### src/rtl/lts_pkg.sv
// ----------------------------------------------------------------------------
// lts_pkg: shared constants for the label tag set store
// Operation codes, status codes and fixed field widths of the ports.
// ----------------------------------------------------------------------------
package lts_pkg;

  localparam int MODE_W   = 3;
  localparam int STATUS_W = 2;
  localparam int COUNT_W  = 5;
  localparam int IN_TAG_W = 64;

  // operation codes
  localparam logic [MODE_W-1:0] MODE_INS = 3'd0;
  localparam logic [MODE_W-1:0] MODE_REM = 3'd1;
  localparam logic [MODE_W-1:0] MODE_LKP = 3'd2;
  localparam logic [MODE_W-1:0] MODE_CMP = 3'd3;
  localparam logic [MODE_W-1:0] MODE_MRG = 3'd4;
  localparam logic [MODE_W-1:0] MODE_CLR = 3'd5;

  // status codes
  localparam logic [STATUS_W-1:0] ST_OK   = 2'd0;
  localparam logic [STATUS_W-1:0] ST_DUP  = 2'd1;
  localparam logic [STATUS_W-1:0] ST_FULL = 2'd2;

endpackage

### src/rtl/label_tag_set_store_top.sv
// ----------------------------------------------------------------------------
// label_tag_set_store_top: two bounded sets of security tags
// Insert, remove, lookup, subset compare, merge and clear on a selected set.
// ----------------------------------------------------------------------------
// Usage:
//   Input channel (in_valid / in_stall) carries one word: mode, set_sel, tag.
//   Result channel (out_valid / out_stall) returns exactly one word per input.
//   Only the low TAG_WIDTH bits of in_tag take part in any operation.
// Work per operation (one memory read per cycle while scanning):
//   insert / remove / lookup : one scan of the selected set.
//   compare / merge          : each valid entry of the other set is fetched
//                              and looked up with a full scan of the
//                              selected set.
//   clear and unused modes   : no scan; straight to the result.
//   One word is in work at a time; in_stall is high from acceptance until
//   the result is loaded into the output register.
// Reset (rst_n low, synchronous): both sets empty, output register empty.
//   The tag memory is not cleared; per-slot valid bits gate every read.
// Receiver stall: the finished result waits in the output register and the
//   next input word is still taken; a further result holds in its last
//   state until the output register frees up.
// ----------------------------------------------------------------------------
module label_tag_set_store_top
  import lts_pkg::*;
#(
  parameter int CAPACITY  = 16,
  parameter int TAG_WIDTH = 64
) (
  input  logic                clk,
  input  logic                rst_n,
  // input channel
  input  logic                in_valid,
  output logic                in_stall,
  input  logic [MODE_W-1:0]   in_mode,
  input  logic                in_set_sel,
  input  logic [IN_TAG_W-1:0] in_tag,
  // result channel
  output logic                out_valid,
  input  logic                out_stall,
  output logic [STATUS_W-1:0] out_status,
  output logic                out_found,
  output logic [COUNT_W-1:0]  out_count,
  output logic                out_sel_dominates_other,
  output logic                out_other_dominates_sel
);

  localparam int SLOTS = 2 * CAPACITY;
  localparam int AW    = $clog2(SLOTS);
  localparam int IDX_W = (CAPACITY > 1) ? $clog2(CAPACITY) : 1;
  localparam int CW    = $clog2(CAPACITY + 1);

  // sequencer states
  localparam logic [2:0] S_IDLE   = 3'd0;
  localparam logic [2:0] S_SCAN   = 3'd1;
  localparam logic [2:0] S_POST   = 3'd2;
  localparam logic [2:0] S_OUTER  = 3'd3;
  localparam logic [2:0] S_OFETCH = 3'd4;
  localparam logic [2:0] S_FIN    = 3'd5;

  // set s owns slots s*CAPACITY .. s*CAPACITY+CAPACITY-1
  function automatic logic [AW-1:0] slot_addr(input logic s, input logic [IDX_W-1:0] idx);
    logic [AW-1:0] base;
    base = s ? AW'(CAPACITY) : '0;
    return base + AW'(idx);
  endfunction

  // Control state
  logic [2:0]          state_r, state_nxt;
  logic [SLOTS-1:0]    vld_r, vld_nxt;
  logic [CW-1:0]       cnt0_r, cnt0_nxt;
  logic [CW-1:0]       cnt1_r, cnt1_nxt;
  logic                pv_r, pv_nxt;
  logic                out_valid_r, out_valid_nxt;

  // Work registers
  logic [MODE_W-1:0]   mode_r, mode_nxt;
  logic                sel_r, sel_nxt;
  logic [TAG_WIDTH-1:0] key_r, key_nxt;
  logic [CW-1:0]       scan_r, scan_nxt;
  logic [AW-1:0]       pa_r, pa_nxt;
  logic [CW-1:0]       j_r, j_nxt;
  logic [CW-1:0]       k_r, k_nxt;
  logic                hit_r, hit_nxt;
  logic [AW-1:0]       hit_a_r, hit_a_nxt;
  logic                free_ok_r, free_ok_nxt;
  logic [AW-1:0]       free_a_r, free_a_nxt;
  logic [STATUS_W-1:0] st_r, st_nxt;
  logic                found_r, found_nxt;
  logic                sdo_r, sdo_nxt;
  logic                ods_r, ods_nxt;

  // Output register payload
  logic [STATUS_W-1:0] out_status_r;
  logic                out_found_r;
  logic [COUNT_W-1:0]  out_count_r;
  logic                out_sdo_r;
  logic                out_ods_r;

  // Tag memory: one write port, one registered read port
  logic [TAG_WIDTH-1:0] mem [SLOTS];
  logic [TAG_WIDTH-1:0] mem_q;
  logic [AW-1:0]        rd_addr;
  logic                 we;

  logic                 accept;
  logic                 out_ld;
  logic [CW-1:0]        cnt_sel;
  logic [CW-1:0]        cnt_oth;
  logic [AW-1:0]        scan_addr;
  logic [AW-1:0]        outer_addr;
  logic                 proc_hit;
  logic                 proc_free;

  assign in_stall  = (state_r != S_IDLE);
  assign accept    = in_valid && !in_stall;
  assign out_ld    = (state_r == S_FIN) && (!out_valid_r || !out_stall);

  assign cnt_sel    = sel_r ? cnt1_r : cnt0_r;
  assign cnt_oth    = sel_r ? cnt0_r : cnt1_r;
  assign scan_addr  = slot_addr(sel_r, scan_r[IDX_W-1:0]);
  assign outer_addr = slot_addr(!sel_r, j_r[IDX_W-1:0]);
  assign rd_addr    = (state_r == S_OUTER) ? outer_addr : scan_addr;

  // compare stage of the scan: data for slot pa_r arrives this cycle
  assign proc_hit  = pv_r && vld_r[pa_r] && (mem_q == key_r);
  assign proc_free = pv_r && !vld_r[pa_r];

  always_comb begin
    state_nxt   = state_r;
    vld_nxt     = vld_r;
    cnt0_nxt    = cnt0_r;
    cnt1_nxt    = cnt1_r;
    pv_nxt      = pv_r;
    mode_nxt    = mode_r;
    sel_nxt     = sel_r;
    key_nxt     = key_r;
    scan_nxt    = scan_r;
    pa_nxt      = pa_r;
    j_nxt       = j_r;
    k_nxt       = k_r;
    hit_nxt     = hit_r;
    hit_a_nxt   = hit_a_r;
    free_ok_nxt = free_ok_r;
    free_a_nxt  = free_a_r;
    st_nxt      = st_r;
    found_nxt   = found_r;
    sdo_nxt     = sdo_r;
    ods_nxt     = ods_r;
    we          = 1'b0;

    unique case (state_r)
      S_IDLE: begin
        if (accept) begin
          mode_nxt    = in_mode;
          sel_nxt     = in_set_sel;
          key_nxt     = in_tag[TAG_WIDTH-1:0];
          st_nxt      = ST_OK;
          found_nxt   = 1'b0;
          sdo_nxt     = 1'b0;
          ods_nxt     = 1'b0;
          j_nxt       = '0;
          k_nxt       = '0;
          scan_nxt    = '0;
          pv_nxt      = 1'b0;
          hit_nxt     = 1'b0;
          free_ok_nxt = 1'b0;
          unique case (in_mode) inside
            MODE_INS, MODE_REM, MODE_LKP: state_nxt = S_SCAN;
            MODE_CMP, MODE_MRG:           state_nxt = S_OUTER;
            MODE_CLR: begin
              if (in_set_sel) begin
                vld_nxt[SLOTS-1:CAPACITY] = '0;
                cnt1_nxt = '0;
              end else begin
                vld_nxt[CAPACITY-1:0] = '0;
                cnt0_nxt = '0;
              end
              state_nxt = S_FIN;
            end
            default: state_nxt = S_FIN;
          endcase
        end
      end

      S_SCAN: begin
        // issue stage
        if (scan_r < CW'(CAPACITY)) begin
          pv_nxt   = 1'b1;
          pa_nxt   = scan_addr;
          scan_nxt = scan_r + 1'b1;
        end else begin
          pv_nxt = 1'b0;
        end
        // compare stage
        if (proc_hit) begin
          hit_nxt   = 1'b1;
          hit_a_nxt = pa_r;
        end
        if (proc_free && !free_ok_r) begin
          free_ok_nxt = 1'b1;
          free_a_nxt  = pa_r;
        end
        if ((scan_r == CW'(CAPACITY)) && !pv_r) begin
          state_nxt = S_POST;
        end
      end

      S_POST: begin
        state_nxt = S_FIN;
        case (mode_r)
          MODE_INS: begin
            if (hit_r) begin
              st_nxt    = ST_DUP;
              found_nxt = 1'b1;
            end else if (free_ok_r) begin
              we                = 1'b1;
              vld_nxt[free_a_r] = 1'b1;
              if (sel_r) cnt1_nxt = cnt1_r + 1'b1;
              else       cnt0_nxt = cnt0_r + 1'b1;
            end else begin
              st_nxt = ST_FULL;
            end
          end
          MODE_REM: begin
            if (hit_r) begin
              found_nxt        = 1'b1;
              vld_nxt[hit_a_r] = 1'b0;
              if (sel_r) cnt1_nxt = cnt1_r - 1'b1;
              else       cnt0_nxt = cnt0_r - 1'b1;
            end
          end
          MODE_LKP: found_nxt = hit_r;
          MODE_CMP: begin
            if (hit_r) k_nxt = k_r + 1'b1;
            j_nxt     = j_r + 1'b1;
            state_nxt = S_OUTER;
          end
          MODE_MRG: begin
            if (!hit_r) begin
              if (free_ok_r) begin
                we                = 1'b1;
                vld_nxt[free_a_r] = 1'b1;
                if (sel_r) cnt1_nxt = cnt1_r + 1'b1;
                else       cnt0_nxt = cnt0_r + 1'b1;
              end else begin
                st_nxt = ST_FULL;
              end
            end
            j_nxt     = j_r + 1'b1;
            state_nxt = S_OUTER;
          end
          default: state_nxt = S_FIN;
        endcase
      end

      S_OUTER: begin
        if (j_r == CW'(CAPACITY)) begin
          // sets hold distinct tags, so coverage is an intersection count
          if (mode_r == MODE_CMP) begin
            sdo_nxt = (k_r == cnt_oth);
            ods_nxt = (k_r == cnt_sel);
          end
          state_nxt = S_FIN;
        end else if (vld_r[outer_addr]) begin
          state_nxt = S_OFETCH;
        end else begin
          j_nxt = j_r + 1'b1;
        end
      end

      S_OFETCH: begin
        key_nxt     = mem_q;
        scan_nxt    = '0;
        pv_nxt      = 1'b0;
        hit_nxt     = 1'b0;
        free_ok_nxt = 1'b0;
        state_nxt   = S_SCAN;
      end

      S_FIN: begin
        if (out_ld) state_nxt = S_IDLE;
      end

      default: state_nxt = S_IDLE;
    endcase
  end

  always_comb begin
    if (out_ld) begin
      out_valid_nxt = 1'b1;
    end else if (out_valid_r && !out_stall) begin
      out_valid_nxt = 1'b0;
    end else begin
      out_valid_nxt = out_valid_r;
    end
  end

  always_ff @(posedge clk) begin
    if (!rst_n) begin
      state_r     <= S_IDLE;
      vld_r       <= '0;
      cnt0_r      <= '0;
      cnt1_r      <= '0;
      pv_r        <= 1'b0;
      out_valid_r <= 1'b0;
    end else begin
      state_r     <= state_nxt;
      vld_r       <= vld_nxt;
      cnt0_r      <= cnt0_nxt;
      cnt1_r      <= cnt1_nxt;
      pv_r        <= pv_nxt;
      out_valid_r <= out_valid_nxt;
    end
  end

  always_ff @(posedge clk) begin
    mode_r    <= mode_nxt;
    sel_r     <= sel_nxt;
    key_r     <= key_nxt;
    scan_r    <= scan_nxt;
    pa_r      <= pa_nxt;
    j_r       <= j_nxt;
    k_r       <= k_nxt;
    hit_r     <= hit_nxt;
    hit_a_r   <= hit_a_nxt;
    free_ok_r <= free_ok_nxt;
    free_a_r  <= free_a_nxt;
    st_r      <= st_nxt;
    found_r   <= found_nxt;
    sdo_r     <= sdo_nxt;
    ods_r     <= ods_nxt;
    if (out_ld) begin
      out_status_r <= st_r;
      out_found_r  <= found_r;
      out_count_r  <= COUNT_W'(cnt_sel);
      out_sdo_r    <= sdo_r;
      out_ods_r    <= ods_r;
    end
  end

  // tag memory; writes come only from S_POST, whose read data is never used
  always_ff @(posedge clk) begin
    if (we) mem[free_a_r] <= key_r;
    mem_q <= mem[rd_addr];
  end

  assign out_valid               = out_valid_r;
  assign out_status              = out_status_r;
  assign out_found               = out_found_r;
  assign out_count               = out_count_r;
  assign out_sel_dominates_other = out_sdo_r;
  assign out_other_dominates_sel = out_ods_r;

endmodule

### config.mk
export PLATFORM = sky130hd
export DESIGN_NAME = label_tag_set_store_top
export DESIGN_NICKNAME = d
export VERILOG_FILES = /design/src/rtl/lts_pkg.sv /design/src/rtl/label_tag_set_store_top.sv
export SDC_FILE = /design/constraint.sdc
export NUM_CORES = 2
export LEC_CHECK = 0
export ABC_AREA = 1
export BUFFER_PORTS_ARGS = -buffer_cell sky130_fd_sc_hd__buf_4
export CORE_MARGIN = 2
export CORE_UTILIZATION = 30
export DETAILED_ROUTE_END_ITERATION = 6
export MAX_ROUTING_LAYER = met4
export SLEW_MARGIN = 5
export SYNTH_ARGS = -nofsm -noshare
export SYNTH_HDL_FRONTEND = slang
export SYNTH_SLANG_ARGS = --single-unit
### constraint.sdc
create_clock -name clk -period 11.2 [get_ports clk]
set_input_delay 1.12 -clock clk [delete_from_list [all_inputs] [get_ports clk]]
set_output_delay 1.12 -clock clk [all_outputs]
set_load 0.05 [all_outputs]
# ---- Word level (Yosys, flattened, before mapping)
# Memory sizes are Yosys's and may differ from the RTL's. A register that Yosys moved wholly into a read port is not among the register bits.
# Index checks and enable logic that the tools add are counted.
dict set report word_totals {
  mem_count 1
  ram_bits 2048
  ff_bits 162
}
dict set report op_classes {
  magnitude_cmp 7
  n_mux 92
  n_bitwise 3
  addsub 9
  n_eq_ne 48
  reduce_logical 51
}
# name depth width rd rd_ports_with_merged_regs wr line_no
set mem_list {}
lappend mem_list {mem 32 64 1 1 1 label_tag_set_store_top.sv:100} ;# logic [TAG_WIDTH-1:0] mem [SLOTS];
# op n
set ops {}
lappend ops {{32-bit 2-to-1 mux} 5}
lappend ops {{5-bit 2-to-1 mux} 28}
lappend ops {{32-bit one-hot mux with 2 select lines} 2}
lappend ops {{64-bit one-hot mux with 2 select lines} 1}
lappend ops {{64-bit equality test} 1}
lappend ops {{64-bit 2-to-1 mux} 1}
lappend ops {{5-bit one-hot mux with 2 select lines} 5}
lappend ops {{32-bit AND} 1}
lappend ops {{16-bit 2-to-1 mux} 2}
lappend ops {{32-bit NOT} 1}
lappend ops {{32-bit bitwise OR} 1}
lappend ops {{5-bit one-hot mux with 3 select lines} 2}
lappend ops {{2-bit inequality test, second input constant} 14}
lappend ops {{3-bit inequality test, second input constant} 9}
lappend ops {{5-bit by 1-bit adder with 5-bit output, second input constant} 5}
lappend ops {{5-bit by 6-bit less-than comparator with 1-bit output, second input constant} 4}
lappend ops {{1-bit 2-to-1 mux} 21}
lappend ops {{10-bit AND reduction} 2}
lappend ops {{4-bit AND reduction} 5}
lappend ops {{3-bit by 2-bit equality test with 1-bit output, second input constant} 6}
lappend ops {{3-bit 2-to-1 mux} 6}
lappend ops {{3-bit one-hot mux with 6 select lines} 1}
lappend ops {{8-bit AND reduction} 2}
lappend ops {{3-bit equality test, second input constant} 5}
lappend ops {{other kinds (28)} 80}

# ---- Logic depth before layout (Yosys ltp)
dict set report depth {
  ltp_word 9
  ltp_mapped 15
  mapped_depth_nobuf 13
}

# ---- Worst setup path after synthesis
# Ideal clock, no wire load.
dict set report synth_timing {
  path_kind {reg-to-reg}
  from {register mode_r[0]}
  to {memory mem[19][0] (enable)}
  setup_ns 0.486
  path_slack_ns 6.406
  n_path_buf 1
  required_ns 10.714
  stages_incl_launch_ff 7
  synth_period_minus_slack_ns 4.794
  arrival_time_ns 4.308
  cell_sequence {edfxtp_1 -> nor2_1 -> inv_1 -> nor3_1 -> clkbuf_1 -> nand2_1 -> nor2_1}
}
dict set report synth_via {
  elab_chain_cells 6
  word_cells_on_any_way 7
}
# element line_no
set synth_rtl {}
lappend synth_rtl {{from (decl)} label_tag_set_store_top.sv:76} ;# logic [MODE_W-1:0] mode_r, mode_nxt;
lappend synth_rtl {{from (signal assigned)} label_tag_set_store_top.sv:317} ;# mode_r <= mode_nxt;
lappend synth_rtl {{3-bit equality test or 3-bit logical NOT (tied branches)} label_tag_set_store_top.sv:210} ;# case (mode_r)
lappend synth_rtl {{2-bit OR reduction (no line) *} --}
lappend synth_rtl {{1-bit 2-to-1 mux *} --}
lappend synth_rtl {{1-bit 2-to-1 mux *} label_tag_set_store_top.sv:151} ;# unique case (state_r)
lappend synth_rtl {{1-bit 2-to-1 mux *} label_tag_set_store_top.sv:343} ;# if (we) mem[free_a_r] <= key_r;
lappend synth_rtl {{1-bit 2-to-1 mux (implied by the code) *} label_tag_set_store_top.sv:343}
lappend synth_rtl {{to (decl)} label_tag_set_store_top.sv:100}
# Every way passes the cells marked *; elsewhere a longest branch is shown, timed or not.

# ---- Worst setup path in the final report
dict set report layout_timing {
  from {register j_r[0]}
  to {register mem_q[38] (read register of mem)}
}
dict set report layout_via {
  elab_chain_cells 2
}
# element line_no
set layout_rtl {}
lappend layout_rtl {{from (decl)} label_tag_set_store_top.sv:81} ;# logic [CW-1:0] j_r, j_nxt;
lappend layout_rtl {{from (signal assigned)} label_tag_set_store_top.sv:322} ;# j_r <= j_nxt;
lappend layout_rtl {{5-bit by 4-bit adder with 5-bit output} label_tag_set_store_top.sv:64} ;# return base + AW'(idx);
lappend layout_rtl {{5-bit 2-to-1 mux} label_tag_set_store_top.sv:122} ;# assign rd_addr = (state_r == S_OUTER) ? outer_addr : scan_addr;
lappend layout_rtl {{to (decl)} label_tag_set_store_top.sv:101} ;# logic [TAG_WIDTH-1:0] mem_q;
# No other way between the ends.
# A chain may end at the register's enable or synchronous reset.

==> metrics.md <==
| Metric | Value |
|---|---|
| First-pass iteration count of the detailed router | 5 |
| DR vias | 62523 |
| Fmax | 192 MHz |
| Hold Vio Cnt, Final | 0 |
| Most common cell type on the critical path | nand2_1 |
| Synth area leaders | edfxtp_1 (70%), nand3_1 (11%), nand2_1 (10%) |
| Final setup TNS | 0 ps |
| Area of the core | 306000 um^2 |
| RSZ-0062 raised after global routing | false |
| CTS tree | built |
| Synthesized net count | 8093 |
| Num ports | 84 |
| Mean Syn Cell Area | 11.5 um^2 |
| Count leader, synth | nand2_1 |
| H-tree levels | 4 |
| Horiz. Die Dim | 559 um |
| Critical Path, Cell by Cell | inv_1, nand2_1, nand2_8, buf_12, buf_4, nand2_1, nand2_1, nand2_1, nand3_1, nand3_1, nand2_1, nand2_1, nand2_1 |
| R2R Path Start | j_r[0]$_SDFFCE_PN0P_ |
| Async set-reset flop share out of synthesis | 0 |
| Top cells by instance count after synthesis | nand2_1 (2543), edfxtp_1 (2163), nand3_1 (1990), buf_2 (328), inv_1 (262) |
| Max IR drop VDD | 0.000389 V |
| Post-CTS setup repair buffer count | 0 |
| Hold buffers post-CTS | 0 |
| Die Y | 559 um |
| Power per cell area | 265 nW/um^2 |
| Clk_skew | 104 ps |
| Routed wire length | 276 mm |
| Mapped Cells | 8008 |
| CTS clk-pin slew, worst paths | 60 ps |
| Post-detail-place hpwl | 132 mm |
| Slew Viols, Final | 0 |
| Critical setup path kind | flop to flop |
| Longest Clk Path Bufs | 3 |
| Congestion Overflow GR | 0 |
| Leakage | 37.0 nW |
| Synth Flop Type | edfxtp_1 |
| Post-synthesis cell type count | 40 |
| Post-cts sizing count | 0 |
| Status | finished, final reports clean |
| Critical path origin | j_r[0]$_SDFFCE_PN0P_ |
| CTS sink count | 2274 |
| Fin crit period | 5210 ps |
| Wire per inst | 22.5 um |
| Crit path DAT | 6050 ps |
| Die footprint | 313000 um^2 |
| Synth area leader | edfxtp_1 |
| Layout cells sized above 1 | 0.0727 |
| Largest stage delay, worst path | 1070 ps |
| Placer Congestion | 0.819 |
| Post-synthesis register bit count | 2274 |
| Initial core utilization | 0.302 |
| ANT nets after route | 0 |
| Synth warnings | 0 |
| Via density | 5.10 |
| Final worst-path cycle share | 0.466 |
| Number of flops mapped to enable cells by yosys | 2163 |
| Slew @ Worst Pin | 1350 ps |
| Pin count of the biggest net entering global routing | 199 |
| CP Capture Type | flop |
| Seq/Total Area, Yosys | 0.727 |
| Vias in the first global route | 59922 |
| Post-layout nets | 8037 |
| Area share of the largest cell type after synthesis | 0.703 |
| DRC errors left | 0 |
| Gr usage total | 0.176 |
| Worst-Skew Late Latency | 920 ps |
| Post-Syn Area | 92400 um^2 |
| Startpoint Class | flop |
| Total CTS buffers | 223 |
| Worst hold path class | flop to flop |
| Crit path max-delay cell type | buf_4 |
| Hold_ws | 436 ps |
| Area delta synth->final | 13.6% |
| Max_slew headroom | 0.0932 |
| Initial antenna violation count | 5 |
| CP max FO | 198 |
| Row Count | 203 |
| Hold wc startpoint | found_r$_SDFFCE_PN0P_ |
| First-pass GRT wire length | 403 mm |
| Max-cap violation count | 0 |
| Final setup viols | 0 |
| 1st-iter DRT viols | 7794 |
| IO Port Bufs | 83 |
| Root Buffer | clkbuf_16 |
| Critical Path RT | 12040 ps |
==> through the flow <==
| stage | total power, W | util | std cells | area (um^2) | worst slack (ps) |
|---|---|---|---|---|---|
| after floorplan | 0.0172 | - | 8008 | 92400 | 6410 |
| after global placement | 0.0200 | 0.318 | 11826 | 97300 | 6220 |
| after global routing | 0.0292 | 0.343 | 12253 | 105000 | 5680 |
| after CTS | 0.0278 | 0.343 | 12251 | 105000 | 6110 |
| final | 0.0278 | 0.343 | 12256 | 105000 | 5990 |
| after detailed placement | 0.0201 | 0.318 | 11826 | 97300 | 6110 |
==> path summary, 6_finish.rpt <==
kind,endpoint,slack [ps],depth (start not counted)
max,mem_q[38]$_DFF_P_,5990,13
min,out_found$_DFFE_PP_,440,0
max reg2reg,mem_q[38]$_DFF_P_,5990,13
min reg2reg,out_found$_DFFE_PP_,440,0
==> final cells by class <==
type                    count  area (um^2)
clock inverters           138         1680
multi-input cells        4981        22300
well taps                4100         5130
flip-flops and latches   2274        67200
fillers                 29894       201000
clock buffers             287         5990
inverters                 269         1040
diodes                      4         10.0
repair buffers            203         1640
==> state kept, by name, indices dropped and copies added (netlist names), 32 cells and up <==
register,cells
key_r,64
mem,2048
mem_q,64
vld_r,32
==> kinds of logic after synthesis <==
family,share of synthesized area
compound gates,0.0130
buf+inv,0.0354
xor+xnor,0.00417
flops,0.727
simple gates,0.219
fa+ha+maj,0.00192
==> cells in the final DEF, fill, tap and decap left out, types with 20 or more instances in the layout <==
master	count
nand3_1	1990
xor2_1	23
xnor2_1	20
nor2_1	83
dfxtp_1	111
clkinv_1	50
clkbuf_1	47
buf_4	194
clkinv_2	36
a21oi_1	94
bufinv_16	28
inv_1	259
o21ai_0	101
edfxtp_1	2163
nand2_1	2542
nor3_1	29
clkbuf_16	223
nor2_4	33
==> critical path, delay by kind of cell (launching register included) <==
family / cells / cell delay (ps)
flip-flops: 1 / 750
AND/OR/NAND/NOR: 10 / 1710
buffers and inverters: 3 / 2260
==> report_power, final <==
part	leakage, nW	switching, W	internal (W)	total, W
combinational	12.9	0.00629	0.00233	0.00861
sequential	20.4	0.000879	0.0106	0.0115
clock	3.71	0.00331	0.00445	0.00776
==> layer usage <==
metal  routed length, um  track usage  share of wire
met4                7840       0.0526          0.028
met2              131000        0.283           0.48
met5                   0            -              0
met3               22500       0.0225          0.081
met1              114000        0.232           0.41
No activity file was read; power rests on OpenSTA's default activity.
